[src/hdl/srps_pkg.sv]
package srps_pkg;

    localparam int POSE_SLOTS = 4;
    localparam int JOINTS     = 4;

    localparam int ANGLE_W    = 8;
    localparam int REQ_W      = 2;
    localparam int STORED_W   = 3;
    localparam int PLAY_W     = 2;
    localparam int DWELL_W    = 8;

    localparam int IDX_W      = (POSE_SLOTS > 1) ? $clog2(POSE_SLOTS) : 1;
    localparam int CNT_W      = $clog2(POSE_SLOTS + 1);

    localparam int APB_DATA_W = 32;
    localparam int APB_ADDR_W = 3;

    localparam logic [DWELL_W-1:0] DWELL_RESET = 8'd40;
    localparam logic [ANGLE_W-1:0] HOME_RESET  = 8'd90;

    typedef enum logic [REQ_W-1:0] {
        REQ_SET    = 2'd0,
        REQ_RECORD = 2'd1,
        REQ_TICK   = 2'd2
    } t_req;

    typedef enum logic [0:0] {
        REG_DWELL_TICKS = 1'b0,
        REG_HOME_ANGLE  = 1'b1
    } t_reg_idx;

    typedef logic [ANGLE_W-1:0] t_angle;
    typedef t_angle [JOINTS-1:0] t_pose;

    typedef struct packed {
        t_pose               angles;
        logic                servo_update;
        logic                record_done;
        logic [STORED_W-1:0] poses_stored;
        logic [PLAY_W-1:0]   play_position;
        logic                dwelling;
    } t_result;

endpackage

[src/hdl/srps_if.sv]
interface srps_in_if;
    logic                            valid;
    logic                            ready;
    logic [srps_pkg::REQ_W-1:0]      req_type;
    logic [srps_pkg::ANGLE_W-1:0]    angle_a;
    logic [srps_pkg::ANGLE_W-1:0]    angle_b;
    logic [srps_pkg::ANGLE_W-1:0]    angle_c;
    logic [srps_pkg::ANGLE_W-1:0]    angle_d;
    logic                            playback_enable;

    modport source (
        output valid, req_type, angle_a, angle_b, angle_c, angle_d, playback_enable,
        input  ready
    );
    modport sink (
        input  valid, req_type, angle_a, angle_b, angle_c, angle_d, playback_enable,
        output ready
    );
endinterface

interface srps_out_if;
    logic                            valid;
    logic                            ready;
    logic [srps_pkg::ANGLE_W-1:0]    out_angle_a;
    logic [srps_pkg::ANGLE_W-1:0]    out_angle_b;
    logic [srps_pkg::ANGLE_W-1:0]    out_angle_c;
    logic [srps_pkg::ANGLE_W-1:0]    out_angle_d;
    logic                            servo_update;
    logic                            record_done;
    logic [srps_pkg::STORED_W-1:0]   poses_stored;
    logic [srps_pkg::PLAY_W-1:0]     play_position;
    logic                            dwelling;

    modport source (
        output valid, out_angle_a, out_angle_b, out_angle_c, out_angle_d, servo_update,
               record_done, poses_stored, play_position, dwelling,
        input  ready
    );
    modport sink (
        input  valid, out_angle_a, out_angle_b, out_angle_c, out_angle_d, servo_update,
               record_done, poses_stored, play_position, dwelling,
        output ready
    );
endinterface

[src/hdl/servo_record_playback_sequencer_unit.sv]
// channel   | dir | handshake     | word
// ----------+-----+---------------+-------------------------------------------
// i_in      | in  | valid / ready | req_type, angle_a..angle_d, playback_enable
// o_out     | out | valid / ready | out_angle_a..d, flags, counts, play index
// apb       | in  | psel, penable | dwell_ticks @ 0x0, home_angle @ 0x4
//
// one word per cycle while the skid entry is free: the request is decoded and the
// joint, store and playback registers update in the accepting cycle; the result is
// held in an output register backed by one skid entry
// i_rst_n is synchronous; joints return to 90, counts and indices to zero,
// dwell_ticks to 40 and home_angle to 90; recorded poses are not cleared
// input ready drops only while both output entries are full
module servo_record_playback_sequencer_unit (
    input  logic                                i_clk,
    input  logic                                i_rst_n,
    srps_in_if.sink                             i_in,
    srps_out_if.source                          o_out,
    input  logic                                psel,
    input  logic                                penable,
    input  logic                                pwrite,
    input  logic [srps_pkg::APB_ADDR_W-1:0]     paddr,
    input  logic [srps_pkg::APB_DATA_W-1:0]     pwdata,
    output logic [srps_pkg::APB_DATA_W-1:0]     prdata,
    output logic                                pready
);
    import srps_pkg::*;

    localparam logic [CNT_W-1:0] SLOTS_C = CNT_W'(POSE_SLOTS);

    logic [DWELL_W-1:0] r_dwell_ticks;
    logic [ANGLE_W-1:0] r_home;

    t_pose              r_joint, n_joint;
    t_pose              r_store [POSE_SLOTS];
    logic [IDX_W-1:0]   r_wr, n_wr;
    logic [CNT_W-1:0]   r_cnt, n_cnt;
    logic [IDX_W-1:0]   r_play, n_play;
    logic [DWELL_W-1:0] r_dcnt, n_dcnt;
    logic               r_dwell, n_dwell;

    t_result            r_out, r_skid, n_res;
    logic               r_out_vld, r_skid_vld;

    logic               accept, pop, cfg_wr;
    logic               upd, rec, st_we;
    logic [IDX_W-1:0]   w_idx, pidx;
    logic [CNT_W-1:0]   winc, pinc;
    logic [DWELL_W-1:0] dinc;
    t_pose              target, stepped;
    t_pose              in_pose;

    assign accept = i_in.valid && i_in.ready;
    assign pop    = r_out_vld && o_out.ready;
    assign i_in.ready = !r_skid_vld;
    assign cfg_wr = psel && penable && pwrite;
    assign pready = 1'b1;

    assign in_pose = {i_in.angle_d, i_in.angle_c, i_in.angle_b, i_in.angle_a};

    // configuration registers
    always_ff @(posedge i_clk) begin
        if (!i_rst_n) begin
            r_dwell_ticks <= DWELL_RESET;
            r_home        <= HOME_RESET;
        end else if (cfg_wr) begin
            unique case (t_reg_idx'(paddr[2]))
                REG_DWELL_TICKS: r_dwell_ticks <= pwdata[DWELL_W-1:0];
                REG_HOME_ANGLE:  r_home        <= pwdata[ANGLE_W-1:0];
                default:         r_home        <= r_home;
            endcase
        end
    end

    always_comb begin
        prdata = '0;
        unique case (t_reg_idx'(paddr[2]))
            REG_DWELL_TICKS: prdata = APB_DATA_W'(r_dwell_ticks);
            REG_HOME_ANGLE:  prdata = APB_DATA_W'(r_home);
            default:         prdata = '0;
        endcase
    end

    always_comb begin
        w_idx = (CNT_W'(r_wr) >= SLOTS_C) ? '0 : r_wr;
        winc  = CNT_W'(w_idx) + CNT_W'(1);
        pidx  = (CNT_W'(r_play) >= r_cnt) ? '0 : r_play;
        pinc  = CNT_W'(pidx) + CNT_W'(1);
        dinc  = r_dcnt + DWELL_W'(1);
        target = r_store[pidx];
        for (int j = 0; j < JOINTS; j++) begin
            if (r_joint[j] < target[j]) begin
                stepped[j] = r_joint[j] + ANGLE_W'(1);
            end else if (r_joint[j] > target[j]) begin
                stepped[j] = r_joint[j] - ANGLE_W'(1);
            end else begin
                stepped[j] = r_joint[j];
            end
        end
    end

    always_comb begin
        n_joint = r_joint;
        n_wr    = r_wr;
        n_cnt   = r_cnt;
        n_play  = r_play;
        n_dcnt  = r_dcnt;
        n_dwell = r_dwell;
        upd     = 1'b0;
        rec     = 1'b0;
        st_we   = 1'b0;
        case (t_req'(i_in.req_type))
            REQ_SET: begin
                n_joint = in_pose;
                upd     = 1'b1;
            end
            REQ_RECORD: begin
                st_we = 1'b1;
                rec   = 1'b1;
                n_wr  = (winc >= SLOTS_C) ? '0 : winc[IDX_W-1:0];
                if (r_cnt < SLOTS_C) begin
                    n_cnt = r_cnt + CNT_W'(1);
                end
            end
            REQ_TICK: begin
                if (!i_in.playback_enable) begin
                    n_dwell = 1'b0;
                    n_dcnt  = '0;
                end else if (r_cnt == '0) begin
                    for (int j = 0; j < JOINTS; j++) begin
                        n_joint[j] = r_home;
                    end
                    n_dwell = 1'b0;
                    n_dcnt  = '0;
                    upd     = 1'b1;
                end else if (r_dwell) begin
                    n_play = pidx;
                    n_dcnt = dinc;
                    if (dinc >= r_dwell_ticks) begin
                        n_play  = (pinc >= r_cnt) ? '0 : pinc[IDX_W-1:0];
                        n_dwell = 1'b0;
                        n_dcnt  = '0;
                    end
                end else begin
                    n_play  = pidx;
                    n_joint = stepped;
                    upd     = (r_joint != target);
                    if (stepped == target) begin
                        n_dwell = 1'b1;
                        n_dcnt  = '0;
                    end
                end
            end
            default: begin
                upd = 1'b0;
            end
        endcase

        n_res.angles        = n_joint;
        n_res.servo_update  = upd;
        n_res.record_done   = rec;
        n_res.poses_stored  = STORED_W'(n_cnt);
        n_res.play_position = PLAY_W'(n_play);
        n_res.dwelling      = n_dwell;
    end

    // sequencer state
    always_ff @(posedge i_clk) begin
        if (!i_rst_n) begin
            for (int j = 0; j < JOINTS; j++) begin
                r_joint[j] <= HOME_RESET;
            end
            r_wr    <= '0;
            r_cnt   <= '0;
            r_play  <= '0;
            r_dcnt  <= '0;
            r_dwell <= 1'b0;
        end else if (accept) begin
            r_joint <= n_joint;
            r_wr    <= n_wr;
            r_cnt   <= n_cnt;
            r_play  <= n_play;
            r_dcnt  <= n_dcnt;
            r_dwell <= n_dwell;
        end
    end

    // pose store
    always_ff @(posedge i_clk) begin
        if (accept && st_we) begin
            r_store[w_idx] <= r_joint;
        end
    end

    // output register and skid entry
    always_ff @(posedge i_clk) begin
        if (!i_rst_n) begin
            r_out_vld  <= 1'b0;
            r_skid_vld <= 1'b0;
        end else if (pop) begin
            if (r_skid_vld) begin
                r_out_vld  <= 1'b1;
                r_skid_vld <= 1'b0;
            end else begin
                r_out_vld  <= accept;
            end
        end else if (accept) begin
            if (r_out_vld) begin
                r_skid_vld <= 1'b1;
            end else begin
                r_out_vld  <= 1'b1;
            end
        end
    end

    always_ff @(posedge i_clk) begin
        if (pop) begin
            if (r_skid_vld) begin
                r_out <= r_skid;
            end else if (accept) begin
                r_out <= n_res;
            end
        end else if (accept) begin
            if (r_out_vld) begin
                r_skid <= n_res;
            end else begin
                r_out  <= n_res;
            end
        end
    end

    assign o_out.valid         = r_out_vld;
    assign o_out.out_angle_a   = r_out.angles[0];
    assign o_out.out_angle_b   = r_out.angles[1];
    assign o_out.out_angle_c   = r_out.angles[2];
    assign o_out.out_angle_d   = r_out.angles[3];
    assign o_out.servo_update  = r_out.servo_update;
    assign o_out.record_done   = r_out.record_done;
    assign o_out.poses_stored  = r_out.poses_stored;
    assign o_out.play_position = r_out.play_position;
    assign o_out.dwelling      = r_out.dwelling;

endmodule

[src/flat_wrapper.sv]
// flat-port wrapper written by rule: the top's interface ports become plain ports
module servo_record_playback_sequencer_unit_flat import srps_pkg::*;
  (i_clk, i_rst_n, psel, penable, pwrite, paddr, pwdata, prdata, pready, i_in_valid, i_in_req_type, i_in_angle_a, i_in_angle_b, i_in_angle_c, i_in_angle_d, i_in_playback_enable, i_in_ready, o_out_valid, o_out_out_angle_a, o_out_out_angle_b, o_out_out_angle_c, o_out_out_angle_d, o_out_servo_update, o_out_record_done, o_out_poses_stored, o_out_play_position, o_out_dwelling, o_out_ready);
  srps_in_if i_in_i ();
  srps_out_if o_out_i ();
  input  logic i_clk;
  input  logic i_rst_n;
  input  logic psel;
  input  logic penable;
  input  logic pwrite;
  input  logic [srps_pkg::APB_ADDR_W-1:0] paddr;
  input  logic [srps_pkg::APB_DATA_W-1:0] pwdata;
  output logic [srps_pkg::APB_DATA_W-1:0] prdata;
  output logic pready;
  input wire logic [$bits(i_in_i.valid)-1:0] i_in_valid;
  input wire logic [$bits(i_in_i.req_type)-1:0] i_in_req_type;
  input wire logic [$bits(i_in_i.angle_a)-1:0] i_in_angle_a;
  input wire logic [$bits(i_in_i.angle_b)-1:0] i_in_angle_b;
  input wire logic [$bits(i_in_i.angle_c)-1:0] i_in_angle_c;
  input wire logic [$bits(i_in_i.angle_d)-1:0] i_in_angle_d;
  input wire logic [$bits(i_in_i.playback_enable)-1:0] i_in_playback_enable;
  output wire logic [$bits(i_in_i.ready)-1:0] i_in_ready;
  output wire logic [$bits(o_out_i.valid)-1:0] o_out_valid;
  output wire logic [$bits(o_out_i.out_angle_a)-1:0] o_out_out_angle_a;
  output wire logic [$bits(o_out_i.out_angle_b)-1:0] o_out_out_angle_b;
  output wire logic [$bits(o_out_i.out_angle_c)-1:0] o_out_out_angle_c;
  output wire logic [$bits(o_out_i.out_angle_d)-1:0] o_out_out_angle_d;
  output wire logic [$bits(o_out_i.servo_update)-1:0] o_out_servo_update;
  output wire logic [$bits(o_out_i.record_done)-1:0] o_out_record_done;
  output wire logic [$bits(o_out_i.poses_stored)-1:0] o_out_poses_stored;
  output wire logic [$bits(o_out_i.play_position)-1:0] o_out_play_position;
  output wire logic [$bits(o_out_i.dwelling)-1:0] o_out_dwelling;
  input wire logic [$bits(o_out_i.ready)-1:0] o_out_ready;
  assign i_in_i.valid = i_in_valid;
  assign i_in_i.req_type = i_in_req_type;
  assign i_in_i.angle_a = i_in_angle_a;
  assign i_in_i.angle_b = i_in_angle_b;
  assign i_in_i.angle_c = i_in_angle_c;
  assign i_in_i.angle_d = i_in_angle_d;
  assign i_in_i.playback_enable = i_in_playback_enable;
  assign i_in_ready = i_in_i.ready;
  assign o_out_valid = o_out_i.valid;
  assign o_out_out_angle_a = o_out_i.out_angle_a;
  assign o_out_out_angle_b = o_out_i.out_angle_b;
  assign o_out_out_angle_c = o_out_i.out_angle_c;
  assign o_out_out_angle_d = o_out_i.out_angle_d;
  assign o_out_servo_update = o_out_i.servo_update;
  assign o_out_record_done = o_out_i.record_done;
  assign o_out_poses_stored = o_out_i.poses_stored;
  assign o_out_play_position = o_out_i.play_position;
  assign o_out_dwelling = o_out_i.dwelling;
  assign o_out_i.ready = o_out_ready;
  servo_record_playback_sequencer_unit u_core (.i_clk(i_clk), .i_rst_n(i_rst_n), .i_in(i_in_i), .o_out(o_out_i), .psel(psel), .penable(penable), .pwrite(pwrite), .paddr(paddr), .pwdata(pwdata), .prdata(prdata), .pready(pready));
endmodule
[config.mk]
export PLATFORM = sky130hd
export DESIGN_NAME = servo_record_playback_sequencer_unit_flat
export DESIGN_NICKNAME = d
export VERILOG_FILES = /design/src/hdl/srps_pkg.sv /design/src/hdl/srps_if.sv /design/src/hdl/servo_record_playback_sequencer_unit.sv /design/src/flat_wrapper.sv
export SDC_FILE = /design/constraint.sdc
export NUM_CORES = 1
export LEC_CHECK = 0
export BUFFER_PORTS_ARGS = -buffer_cell sky130_fd_sc_hd__buf_2
export CORE_AREA = 3 3 203 205
export CTS_CLUSTER_SIZE = 24
export DETAILED_ROUTE_END_ITERATION = 10
export DIE_AREA = 0 0 206 208
export GPL_TIMING_DRIVEN = 0
export SLEW_MARGIN = 30
export SYNTH_ARGS = -nofsm -noshare
export SYNTH_HDL_FRONTEND = slang
export SYNTH_SLANG_ARGS = --single-unit
[constraint.sdc]
create_clock -name i_clk -period 4.6 [get_ports i_clk]
set_input_delay 0 -clock i_clk [delete_from_list [all_inputs] [get_ports i_clk]]
set_output_delay 0 -clock i_clk [all_outputs]
set_load 0.1 [all_outputs]
* Yosys cells after proc, flatten, opt, wreduce, memory -nomap -nowiden
Memory sizes are Yosys's and may differ from the RTL's.
Cells that the tools add are included.
** Word-level totals
- Register bits after elaboration :: 146
- Bits in latches :: 0
- Memory bits (writable) :: 128
- Memory bits (read-only) :: 0
- Bits of input ports :: 77
- Memories kept :: 1
** Memory list
- u_core.r_store :: depth 4, bits a word 32, read ports 1, clocked after Yosys merged registers in 0, wr ports 1, RTL line servo_record_playback_sequencer_unit.sv:34 : t_pose r_store [POSE_SLOTS];
** Cells by class
- Add/subtract/negate cells :: 12
- Multiply operators :: 0
- Div/mod/pow operators :: 0
- Magnitude comparators :: 13
- Equal/unequal tests :: 6
- Shift operators :: 0
- Muxes and demuxes :: 49
- Bitwise gates (word level) :: 3
- Reduce and logical (&&, ||, !) cells :: 18
** Operators by type and width (number)
- 40-bit two-way mux :: 5
- 32-bit case mux with 2 select lines :: 2
- 8-bit two-way mux :: 13
- 32-bit two-way mux :: 3
- 8-bit by 1-bit adder with 8-bit output (second input constant) :: 5
- 32-bit == test :: 1
- 8-bit greater-than comparator :: 4
- 8-bit less-than comparator :: 4
- 32-bit inequality test :: 1
- 8-bit by 1-bit subtractor with 8-bit output (second input constant) :: 4
- 2-bit two-way mux :: 8
- 1-bit two-way mux :: 15
- 3-bit AND reduction :: 3
- 8-bit >= comparator :: 1
- 2-bit AND reduction :: 4
- 2-bit by 1-bit adder with 3-bit output (second input constant) :: 2
- 3-bit two-way mux :: 2
- 1-bit logical AND :: 5
- 4-bit by 1-bit inequality test with 1-bit output (second input constant) :: 1
- 2-bit nonzero test :: 2
- 3-bit by 1-bit adder with 3-bit output (second input constant) :: 1
- 2-bit by 3-bit >= comparator with 1-bit output :: 1
- 3-bit >= comparator :: 1
- 3-bit >= comparator (second input constant) :: 1
- 10 further kinds :: 12

* Depth between registers and ports, before layout
Gate-level depths: netlist of run 1.
An unclocked memory read counts as a cell.
- Depth after elaboration :: 15
- Mapped depth :: 21
- Gate-level depth less buffers :: 18

* Worst setup path after synthesis of run 1
OpenSTA, ideal clock, no wires.
- Path kind :: register to register
- From :: register u_core.r_play[0]
- To :: register u_core.r_out (netlist bit u_core.o_out.dwelling), data pin
- Setup time :: 0.131 ns
- Data arrival time :: 4.523 ns
- Required time :: 4.469 ns
- Path slack :: -0.054 ns
- Stages on the path, launching flop included :: 20
- Buffers on the path :: 2
- Clock period less this slack :: 4.654 ns
- Cells stage by stage :: dfxtp_1 inv_1 ha_1 nor2b_1 o211ai_2 inv_2 buf_2 buf_2 mux2i_1 ha_1 nand4_1 nor2_1 or4_4 a2111oi_2 a41oi_1 xor3_1 nor4_2 nand4_2 nor4_4 a31o_1
** On the way
- Word-level cells in the longest chain between the ends :: 15
- Elaborated cells on any way between the ends :: 30
- Those cells by class :: 9 x order compare; 1 x eq/ne; 19 x mux; 1 x memory
** RTL lines
- start, declared :: RTL line servo_record_playback_sequencer_unit.sv:37 : logic [IDX_W-1:0] r_play, n_play;
- start signal, assigned :: RTL line servo_record_playback_sequencer_unit.sv:181 : r_play <= n_play;
- 2-bit by 3-bit >= comparator with 1-bit output :: RTL line servo_record_playback_sequencer_unit.sv:86 : pidx = (CNT_W'(r_play) >= r_cnt) ? '0 : r_play;
- 2-bit two-way mux * :: RTL line servo_record_playback_sequencer_unit.sv:86
- memory read 4 x 32 bit *
- 8-bit greater-than comparator :: RTL line servo_record_playback_sequencer_unit.sv:93 : end else if (r_joint[j] > target[j]) begin
- 8-bit two-way mux :: RTL line servo_record_playback_sequencer_unit.sv:93
- 8-bit two-way mux :: RTL line servo_record_playback_sequencer_unit.sv:91 : if (r_joint[j] < target[j]) begin
- 32-bit == test * :: RTL line servo_record_playback_sequencer_unit.sv:147 : if (stepped == target) begin
- 1-bit two-way mux * :: RTL line servo_record_playback_sequencer_unit.sv:147
- 1-bit two-way mux * :: RTL line servo_record_playback_sequencer_unit.sv:135 : end else if (r_dwell) begin
- 1-bit two-way mux * :: RTL line servo_record_playback_sequencer_unit.sv:128 : end else if (r_cnt == '0) begin
- 1-bit two-way mux * :: RTL line servo_record_playback_sequencer_unit.sv:125 : if (!i_in.playback_enable) begin
- 1-bit two-way mux * :: RTL line servo_record_playback_sequencer_unit.sv:111 : case (t_req'(i_in.req_type))
- 40-bit two-way mux, on equally long branches :: RTL line servo_record_playback_sequencer_unit.sv:223, servo_record_playback_sequencer_unit.sv:219
- 40-bit two-way mux, on equally long branches :: RTL line servo_record_playback_sequencer_unit.sv:222, servo_record_playback_sequencer_unit.sv:217
- 40-bit two-way mux * :: RTL line servo_record_playback_sequencer_unit.sv:216 : if (pop) begin
- end signal, assigned :: RTL line servo_record_playback_sequencer_unit.sv:218 : r_out <= r_skid;
- end signal, assigned :: RTL line servo_record_playback_sequencer_unit.sv:220 : r_out <= n_res;
- end signal, assigned :: RTL line servo_record_playback_sequencer_unit.sv:226 : r_out <= n_res;
- end, declared :: RTL line servo_record_playback_sequencer_unit.sv:41 : t_result r_out, r_skid, n_res;
Mark *: on every way between the ends. The rest lies on a longest branch, timed or not. The select of a mux whose other input is x is not followed.
A chain may end at the register's enable or synchronous reset.

* Worst setup path in the final report of run 1
Ends and elaborated chain as after synthesis.

==> results of run 1 <==
[through the flow]
step	utilization (%)	worst slack (ns)	total power [mW]	area, um2
2_1_floorplan	-	0.0101	3.79	15000
3_3_place_gp	40.8	-2.19	4.09	16200
3_5_place_dp	41.0	-2.16	4.11	16200
4_1_cts	47.5	-0.134	6.73	18800
5_1_grt	49.7	-0.329	7.03	19700
6_report	49.7	-0.224	6.82	19700
[sequential cells by signal (all words and copies together) (netlist names), 2 cells and up]
register and flops:
u_core.r_store 128, u_core.r_skid 40, u_core.r_joint 32, u_core.o_out.out_angle_a 8, u_core.o_out.out_angle_b 8, u_core.o_out.out_angle_c 8, u_core.o_out.out_angle_d 8, u_core.r_dcnt 8
u_core.r_dwell_ticks 8, u_core.r_home 8, u_core.o_out.poses_stored 3, u_core.r_cnt 3, u_core.o_out.play_position 2, u_core.r_play 2, u_core.r_wr 2
[cells by family (layout without fill, tap and decap cells)]
kind of cell    Yosys count  in the layout  share of synthesized area (%)
xor+xnor                 81             81                           5.71
other cells               2             25                         0.0503
simple gates            400            400                           12.7
mux                      79             79                           5.67
flops                   274            274                           50.7
fa+ha+maj                61             61                           5.11
compound gates          345            346                           15.0
buf+inv                 154            442                           5.00
[where the power goes]
group | internal (mW) | switching, mW
sequential | 2.77 | 0.0967
clock | 1.51 | 1.02
combinational | 0.451 | 0.975
total | 4.73 | 2.09
[path summary, 6_finish.rpt]
path	start	end	slack, ns	cells past startpoint
worst max-delay path	u_core.r_play[0]	u_core.o_out.dwelling	-0.22	22
worst min-delay path	i_in_angle_d[0]	u_core.r_skid[32]	0.04	3
worst max register to register	u_core.r_play[0]	u_core.o_out.dwelling	-0.22	22
worst min register to register	u_core.r_dwell_ticks[4]	u_core.r_dwell_ticks[4]	0.46	2
[cell usage in the layout (no fill, tap or decap), drive strengths merged, types with 13 or more instances in the layout]
| cell | n |
|---|---|
| a21boi | 16 |
| a21o | 13 |
| a21oi | 105 |
| a31oi | 13 |
| buf | 218 |
| clkbuf | 98 |
| conb | 25 |
| dfxtp | 66 |
| dlygate4sd3 | 52 |
| edfxtp | 208 |
| ha | 61 |
| inv | 52 |
| mux2 | 45 |
| mux2i | 34 |
| nand2 | 150 |
| nand3 | 50 |
| nand4 | 14 |
| nor2 | 90 |
| nor2b | 14 |
| nor3 | 19 |
| o211ai | 26 |
| o21ai | 77 |
| xnor2 | 55 |
| xor2 | 17 |
[final cells by class]
class	count	area (um2)	share of cell area, %
Multi-Input combinational cell	992	7800	39.6
Sequential cell	274	7570	38.4
Timing Repair Buffer	233	1800	9.14
Clock buffer	39	806	4.09
Tap cell	525	657	3.33
Buffer	100	652	3.31
Clock inverter	17	210	1.07
Inverter	53	203	1.03
[worst register-to-register path, cell delays in order, from the launching register on]
cell	delay (ns)
dfxtp_4	0.39
clkinvlp_4	0.19
ha_4	0.34
nor2b_4	0.05
o211ai_4	0.27
inv_2	0.11
buf_6	0.18
buf_12	0.16
buf_4	0.14
o21ai_4	0.16
ha_4	0.22
nor2b_1	0.12
o211ai_1	0.28
a21oi_2	0.12
buf_4	0.16
or3_1	0.31
o311ai_1	0.16
xor2_1	0.25
nor4_2	0.32
nand2_2	0.13
nor4_4	0.28
buf_4	0.19
a31o_1	0.16
[repair_timing]
action                                 in CTS  in global routing
resized for setup                         135                124
buffers inserted                           42                 36
setup endpoints to repair                 112                 76
endpoints found under the hold margin      88                  0
gates cloned                                3                  1
pin swaps                                  44                 63
hold buffers                               53                  0
[per-layer routing]
layer	routed length [um]	share of wire (%)	GRT usage, %
met5	0	0	0
met2	23500	45	36.8
met1	22600	44	33.6
met3	4040	7.8	3.90
met4	1600	3.1	5.74
==> qor.csv, run 1 <==
metric,value,unit
final period utilization,105,%
worst slew pin tran,1.05,ns
vias post-DR,12391,
die height,208,um
FP Rows,73,
ys flop type,edfxtp_1,
Synth Register Bits,274,
worst min path class,input pin to register,
largest net degree at the start of global routing,33,
Syn. warnings,0,
antenna violations before repair,0,
final worst slack,-0.224,ns
crit-path most repeated cell,buf_4,
slowest CP cell,dfxtp_4,
Post-Place Cells,2044,
max-cap violations,0,
global-route wire length before repair,75.4,mm
antenna-violating nets left,0,
Iter 0 DRT Violations,1189,
signal arrival time at the worst endpoint,5.25,ns
clock sinks,274,
mean area per synthesized cell,10.7,um2
total die area,0.0428,mm2
detailed-route wire length per cell,23.2,um
Synth async-reset ratio,0,%
htree depth,1,
critical path launch point type,register,
chip width,206,um
crit-path max cell delay,0.39,ns
First-pass DRT Iterations,6,
"count leader, synth",edfxtp_1,
buffer and inverter count on the worst path,7,
Synth Cell Area,0.0149,mm2
post-synth top area cell,edfxtp_1,
CTS tree,yes,
Max-slew headroom,30.1,%
Root Driver,clkbuf_16,
worst skew pair latency,0.58,ns
Setup TNS Final,-2.29,ns
synth cell count leaders,"edfxtp_1, nand2_1, a21oi_1, nor2_1, o21ai_0",
Final Skew,0.0210,ns
Worst EP required,5.03,ns
CP Cell Sequence,clkinvlp_4 -> ha_4 -> nor2b_4 -> o211ai_4 -> inv_2 -> buf_6 -> buf_12 -> buf_4 -> o21ai_4 -> ha_4 -> nor2b_1 -> o211ai_1 -> a21oi_2 -> buf_4 -> or3_1 -> o311ai_1 -> xor2_1 -> nor4_2 -> nand2_2 -> nor4_4 -> buf_4 -> a31o_1,
CTS Buf Count,30,
# fillers,3541,
HPWL Detailed,35.9,mm
Core Region,0.0396,mm2
total track usage,23.3,%
Post-synth EDFFs,208,
synthesis-to-layout area growth,32.0,%
number of diodes,0,
Port Buffers,97,
DR DRC count,0,
initial core utilization,37.7,%
Fin. Hold Viols,0,
Leak,7.59,nW
violated checks,negative setup slack,
Final nets,1822,
Crit Path Class,register to register,
vias in the first global route,11918,
status,"finished, violations left",
RSZ-0062 raised after global routing,true,
share of cells above drive strength 1,28.7,%
GR Overflow Total,0,
Final GP Congestion,0.977,
Fmax,0.207,GHz
clk slew on worst S/H paths,0.06,ns
"Min Clock Period, post-route",4.82,ns
power per cell area,346,mW/mm2
Final Max Tran Viols,0,
family with the most delay on the worst path,simple AND/OR/NAND/NOR gates,
clock buffer depth,3,
IO Count,152,
share of Yosys cell area claimed by the top area cell type,41.8,%
Non-Filler Instances,2233,
hold slack,0.0375,ns
# setup viols final,16,
Netlist cell types,86,
Cells after Synth,1396,
crit path max fanout,10,
sequential element share of the synthesized area,50.7,%
Critical Path End Type,register,
Via density,5.55,
peak supply drop,305,uV
Total Wirelength,51.8,mm
main area contributors after synthesis,"edfxtp_1, dfxtp_1, ha_1, nand2_1, a21oi_1",
No activity file was read; power rests on OpenSTA's default activity.
==> run 2, diff against run 1 <==
--- a/config.mk
+++ b/config.mk
@@ -5,11 +5,12 @@
 export SDC_FILE = /design/constraint.sdc
 export NUM_CORES = 1
 export LEC_CHECK = 0
+export ABC_AREA = 1
 export BUFFER_PORTS_ARGS = -buffer_cell sky130_fd_sc_hd__buf_2
-export CORE_AREA = 3 3 203 205
+export CORE_AREA = 3 3 206 208
 export CTS_CLUSTER_SIZE = 24
 export DETAILED_ROUTE_END_ITERATION = 10
-export DIE_AREA = 0 0 206 208
+export DIE_AREA = 0 0 209 211
 export GPL_TIMING_DRIVEN = 0
 export SLEW_MARGIN = 30
 export SYNTH_ARGS = -nofsm -noshare
==> run 2 against run 1 <==
The flow now finishes without violations. Setup slack improved by 0.54 ns. Largest cell class is now registers. Cell count rose by 21%. Critical endpoint is now u_core.o_out.out_angle_d[3]. Highest routed layer unchanged. Critical path type unchanged. First-iteration DRC count grew 17%. Non-clock buffer count fell by 60. Combinational power is 27% higher. Sequential share of layout area grew 1.9 points. Clock skew decreased by 0.0016 ns. Register-to-register slack improved by 0.54 ns. Count of clock-buffer cells in the layout grew 4.
==> qor.csv, run 2 <==
metric,value,unit
status,finished clean,
origin of the worst setup path,u_core.r_cnt[0],
ys flop type,edfxtp_1,
Post-Place Cells,2590,
Worst EP required,5.03,ns
Fin. Hold Viols,0,
Cells after Synth,1930,
Fmax,0.233,GHz
HPWL Detailed,39.7,mm
crit path max fanout,11,
Pint,4.76,mW
share of cells above drive strength 1,12.6,%
final period utilization,93.2,%
Final GP Congestion,0.988,
Final Skew,0.0193,ns
die height,211,um
Comb pwr share,25.1,%
Core Region,0.0407,mm2
clock buffer depth,3,
vias in the first global route,13671,
switch share,34.0,%
largest net degree at the start of global routing,22,
main area contributors after synthesis,"edfxtp_1, nand2_1, dfxtp_1, o21ai_0, nand3_1",
Syn. warnings,0,
GR Overflow Total,0,
Final nets,2289,
post-synthesis compound-gate area fraction,12.7,%
worst min path class,input pin to register,
internal reg-to-reg setup slack,0.31,ns
critical path launch point type,register,
Root Driver,clkbuf_16,
Non-Filler Instances,2707,
"Most flops, register",u_core.r_store,
Util after Layout,46.1,%
synth cell count leaders,"nand2_1, edfxtp_1, inv_1, o21ai_0, nand3_1",
Reg2Reg Depth,26,
total die area,0.0441,mm2
Synth async-reset ratio,0,%
vias post-DR,14280,
"Min Clock Period, post-route",4.29,ns
chip width,209,um
Leak,8.50,nW
hold slack,0.0374,ns
Post-Synth Simple-Gate Area,24.4,%
crit-path most repeated cell,nand2_1,
total track usage,22.8,%
Power Total,7.21,mW
Port Buffers,97,
post-synth top area cell,edfxtp_1,
max reg flops,128,
mux contribution to synthesized area,0,%
peak supply drop,268,uV
sequential share of power,40.4,%
synthesis-to-layout area growth,21.3,%
# fillers,4020,
# setup viols final,0,
Setup TNS Final,0,ns
"most common cell after layout, fill and taps aside",nand2_1,
FP Rows,74,
CTS tree,yes,
sequential element share of the synthesized area,48.9,%
"commonest cells after routing, fill and taps aside","nand2_1, edfxtp_1, inv_1",
max-cap violations,0,
Place WS,-0.731,ns
final worst slack,0.314,ns
main combinational cell family by area after synthesis,simple AND/OR/NAND/NOR gates,
biggest regs,"u_core.r_store (128), u_core.r_skid (40), u_core.r_joint (32)",
worst reg2reg startpoint,u_core.r_cnt[0],
DR DRC count,0,
Iter 0 DRT Violations,1393,
Synth Register Bits,274,
final non-filler cell area,0.0188,mm2
Synth Cell Area,0.0155,mm2
Critical Path End Type,register,
worst slew pin tran,0.787,ns
Netlist cell types,43,
slowest CP cell,o21ai_0,
signal arrival time at the worst endpoint,4.71,ns
clk slew on worst S/H paths,0.06,ns
power per cell area,384,mW/mm2
Via density,5.28,
First-pass DRT Iterations,5,
crit-path max cell delay,0.52,ns
Total Wirelength,52.2,mm
Post-synth EDFFs,208,
clock sinks,274,
part of the power in the clock network,34.5,%
antenna-violating nets left,0,
CTS Buf Count,30,
number of diodes,0,
IO Count,152,
net switching power,2.45,mW
Post-Synth XOR/XNOR Area,0.452,%
htree depth,1,
reg2reg end,u_core.o_out.out_angle_d[3],
Crit Path Class,register to register,
Max-slew headroom,47.5,%
global-route wire length before repair,78.5,mm
Critical Path End,u_core.o_out.out_angle_d[3],
"count leader, synth",nand2_1,
worst skew pair latency,0.57,ns
share of Yosys cell area claimed by the top area cell type,40.3,%
initial core utilization,38.0,%
Final Max Tran Viols,0,
antenna violations before repair,0,
mean area per synthesized cell,8.02,um2
"Cell Area, Placed",0.0170,mm2
detailed-route wire length per cell,19.3,um
post-synthesis adder-cell area fraction,4.93,%
## run 2: changes by cell type after synthesis, moves of 11 or more
cell      delta
a21boi_0    -16
a22oi_1     +23
a31oi_1     -11
inv_1      +133
inv_2       +12
mux2_2      -45
mux2i_1     -34
nand2_1    +484
nand2b_1    -11
nand3_1    +105
nor2b_1     -14
o211a_1     -12
o21ai_0    +106
xnor2_1     -54
## run 2: worst min path at each step
stage,startpoint,to,slack [ns],depth (start not counted)
5_1_grt,i_in_angle_c[6],u_core.r_skid[30],0.03,3
3_5_place_dp,pwdata[1],u_core.r_home[1],0.24,3
4_1_cts,i_in_angle_c[6],u_core.r_skid[30],0.001,3
6_report,i_in_angle_c[6],u_core.r_skid[30],0.04,3
2_1_floorplan,pwdata[1],u_core.r_home[1],0.13,2
3_3_place_gp,pwdata[1],u_core.r_home[1],0.23,3
## run 2: worst max-delay path: cells and delay by family (launching register included)
kind            cells  cell delay [ns]
compound gates      4             0.84
fa+ha+maj           2             0.64
buf+inv             2             0.45
flops               1             0.50
simple gates       18             1.71
## run 2: power by group through the flow
stage,Sequential (mW),Combinational (mW),Clock (mW)
CTS,2.91,1.74,2.53
detailed placement,2.96,1.69,0
global route,2.92,1.98,2.62
global placement,2.96,1.65,0
floorplan,3.17,1.01,0
finish,2.91,1.81,2.49
## run 2: final cells by class
cell class,instances,area [um2],share of cell area [%]
clock buffer,43,871,4.63
buffer,107,631,3.36
multi-input combinational,1371,6880,36.6
inverter,201,758,4.04
sequential,274,7570,40.3
timing repair buffer,166,1270,6.75
clock inverter,13,148,0.786
tap,532,666,3.54
## run 2: routing by layer
metal	part of all wire, %	up-vias	GRT usage, %
met2	47	523	37.9
li1	-	6858	-
met3	8.1	91	4.08
met5	0	-	0
met4	2.8	0	6.44
met1	42	6808	30.9
## run 2: timing repair
item                                    4_1_cts  5_1_grt
setup buffers                                 1        5
endpoints found under the setup margin       97       67
endpoints found under the hold margin       116        0
resized for setup                            20       48
hold buffers                                 55        0
pin swaps                                     0        4
## run 2: logic make-up (layout without fill, tap and decap cells)
logic type	count (synthesis)	in the layout
XOR/XNOR	8	8
buffers and inverters	308	530
adder cells (fa/ha/maj)	61	61
AO/OA/AOI/OAI	354	354
AND/OR/NAND/NOR	923	923
flip-flops	274	274
other	2	25
==> run 3, diff against run 2 <==
==> constraint.sdc (replaced) <==
create_clock -name i_clk -period 4.9 [get_ports i_clk]
set_input_delay 0 -clock i_clk [delete_from_list [all_inputs] [get_ports i_clk]]
set_output_delay 0 -clock i_clk [all_outputs]
set_load 0.1 [all_outputs]
==> run 3 against run 2 <==
Design area down 0.97%. Largest power group unchanged. Combinational power down 8%. Via count down 0.69%. Clock skew down 0.00050 ns. Setup slack better by 0.10 ns. Clock power down 15%. Flip-flop and latch count unchanged. Sequential power down 6%.
==> qor.csv, run 3 (same netlist as run 2, synthesis figures left out) <==
metric,value,unit
status,finished clean,
Place WS,-0.359,ns
Final Skew,0.0188,ns
die height,211,um
initial core utilization,38.0,%
worst min path class,input pin to register,
Worst EP required,5.31,ns
biggest regs,"u_core.r_store (128), u_core.r_skid (40), u_core.r_joint (32)",
worst reg2reg startpoint,u_core.r_play[0],
clk slew on worst S/H paths,0.06,ns
Hold Crit Depth,4,
"commonest cells after routing, fill and taps aside","nand2_1, edfxtp_1, inv_1",
total track usage,22.8,%
Max-slew headroom,48.1,%
vias in the first global route,13858,
total die area,0.0441,mm2
IO Count,152,
clock sinks,274,
"most common cell after layout, fill and taps aside",nand2_1,
Total Wirelength,51.5,mm
Via density,5.23,
Fmax,0.223,GHz
worst skew pair latency,0.57,ns
crit path max fanout,10,
Final nets,2294,
max reg flops,128,
Final GP Congestion,0.963,
global-route wire length before repair,78.6,mm
synthesis-to-layout area growth,20.2,%
worst slew pin tran,0.779,ns
vias post-DR,14182,
final period utilization,91.5,%
Leak,8.41,nW
share of cells above drive strength 1,12.0,%
"Min Clock Period, post-route",4.48,ns
clock buffer depth,3,
Core Region,0.0407,mm2
crit-path max cell delay,0.42,ns
slowest CP cell,dfxtp_4,
crit-path most repeated cell,nand2_1,
GR Overflow Total,0,
max-cap violations,0,
chip width,209,um
DR DRC count,0,
antenna violations before repair,1,
Min-Delay Endpoint,u_core.r_skid[7],
FF+latch area,0.00757,mm2
multi-input logic area,0.00679,mm2
critical path launch point type,register,
antenna-violating nets left,0,
Reg2Reg Depth,31,
final worst slack,0.417,ns
Crit Path Class,register to register,
reg2reg end,u_core.o_out.dwelling,
CTS tree,yes,
internal reg-to-reg setup slack,0.42,ns
Fin. Hold Viols,0,
hold slack,0.0457,ns
CTS Buf Count,29,
# fillers,4036,
HPWL Detailed,39.1,mm
Root Driver,clkbuf_16,
largest net degree at the start of global routing,22,
Port Buffers,97,
Power Total,6.50,mW
hold path start,i_in_req_type[0],
"Most flops, register",u_core.r_store,
First-pass DRT Iterations,6,
Final Max Tran Viols,0,
# setup viols final,0,
power per cell area,350,mW/mm2
peak supply drop,243,uV
number of diodes,0,
detailed-route wire length per cell,19.0,um
Critical Path End Type,register,
FP Rows,74,
signal arrival time at the worst endpoint,4.89,ns
Iter 0 DRT Violations,1262,
htree depth,1,
run 3: cell count changes in the layout (fill, tap and decap cells not counted), sizes merged:
cell      delta
clkbuf       -9
bufinv       -2
buf         +10
clkinvlp     +2
inv          +1
clkinv       +2
run 3: what timing repair did:
| item | in CTS | in global routing |
|---|---|---|
| hold buffers | 55 | 0 |
| pin swaps | 0 | 3 |
| setup buffers | 1 | 7 |
| resized for setup | 6 | 30 |
| hold endpoints to repair | 113 | 0 |
| setup endpoints to repair | 67 | 76 |
run 3: per-stage QoR:
step	util [%]	cell area, um2	TNS [ns]	cells
floorplan	-	15600	0	1953
global placement	41.0	16700	-30.40	2582
detailed placement	41.7	17000	-7.10	2594
CTS	45.3	18500	0	2704
global route	45.7	18600	-0.221	2711
finish	45.7	18600	0	2711
run 3: worst max-delay path, delay by kind of cell (launching register included):
kind | cells | cell delay [ns]
compound gates | 2 | 0.28
fa+ha+maj | 2 | 0.60
buf+inv | 6 | 0.77
flops | 1 | 0.42
simple gates | 21 | 2.22
run 3: worst max-delay path by stage:
stage | slack (ns) | start | to
after detailed placement | -0.36 | u_core.r_play[0] | u_core.r_dcnt[5]
after global routing | -0.07 | u_core.r_play[0] | u_core.r_dcnt[7]
after floorplan | 0.20 | u_core.r_skid_vld | u_core.r_skid[0]
after global placement | -0.62 | u_core.r_skid_vld | u_core.r_skid[17]
after CTS | 0.03 | u_core.r_play[0] | u_core.r_dcnt[5]
final | 0.42 | u_core.r_play[0] | u_core.o_out.dwelling
run 3: routing by layer:
metal / global-route usage (%) / part of all wire (%) / wire length [um]
met5: 0 / 0.021 / 11
met4: 6.65 / 3.0 / 1530
met3: 5.14 / 8.3 / 4270
met2: 37.9 / 47 / 24000
met1: 30.0 / 42 / 21700
run 3: layout make-up:
| type | instances | area share (%) |
|---|---|---|
| plain buffers | 107 | 3.21 |
| clock buffers | 38 | 4.19 |
| clock inverters | 16 | 0.639 |
| inverters | 201 | 4.08 |
| multi-input cells | 1371 | 36.5 |
| flip-flops and latches | 274 | 40.7 |
| well taps | 532 | 3.58 |
| repair buffers | 172 | 7.15 |
run 3: where the power goes:
part / leakage (nW) / switching [mW] / internal, mW / total [mW]
clock network: 0.442 / 0.934 / 1.18 / 2.11
logic: 5.52 / 1.21 / 0.449 / 1.66
registers: 2.44 / 0.116 / 2.62 / 2.74
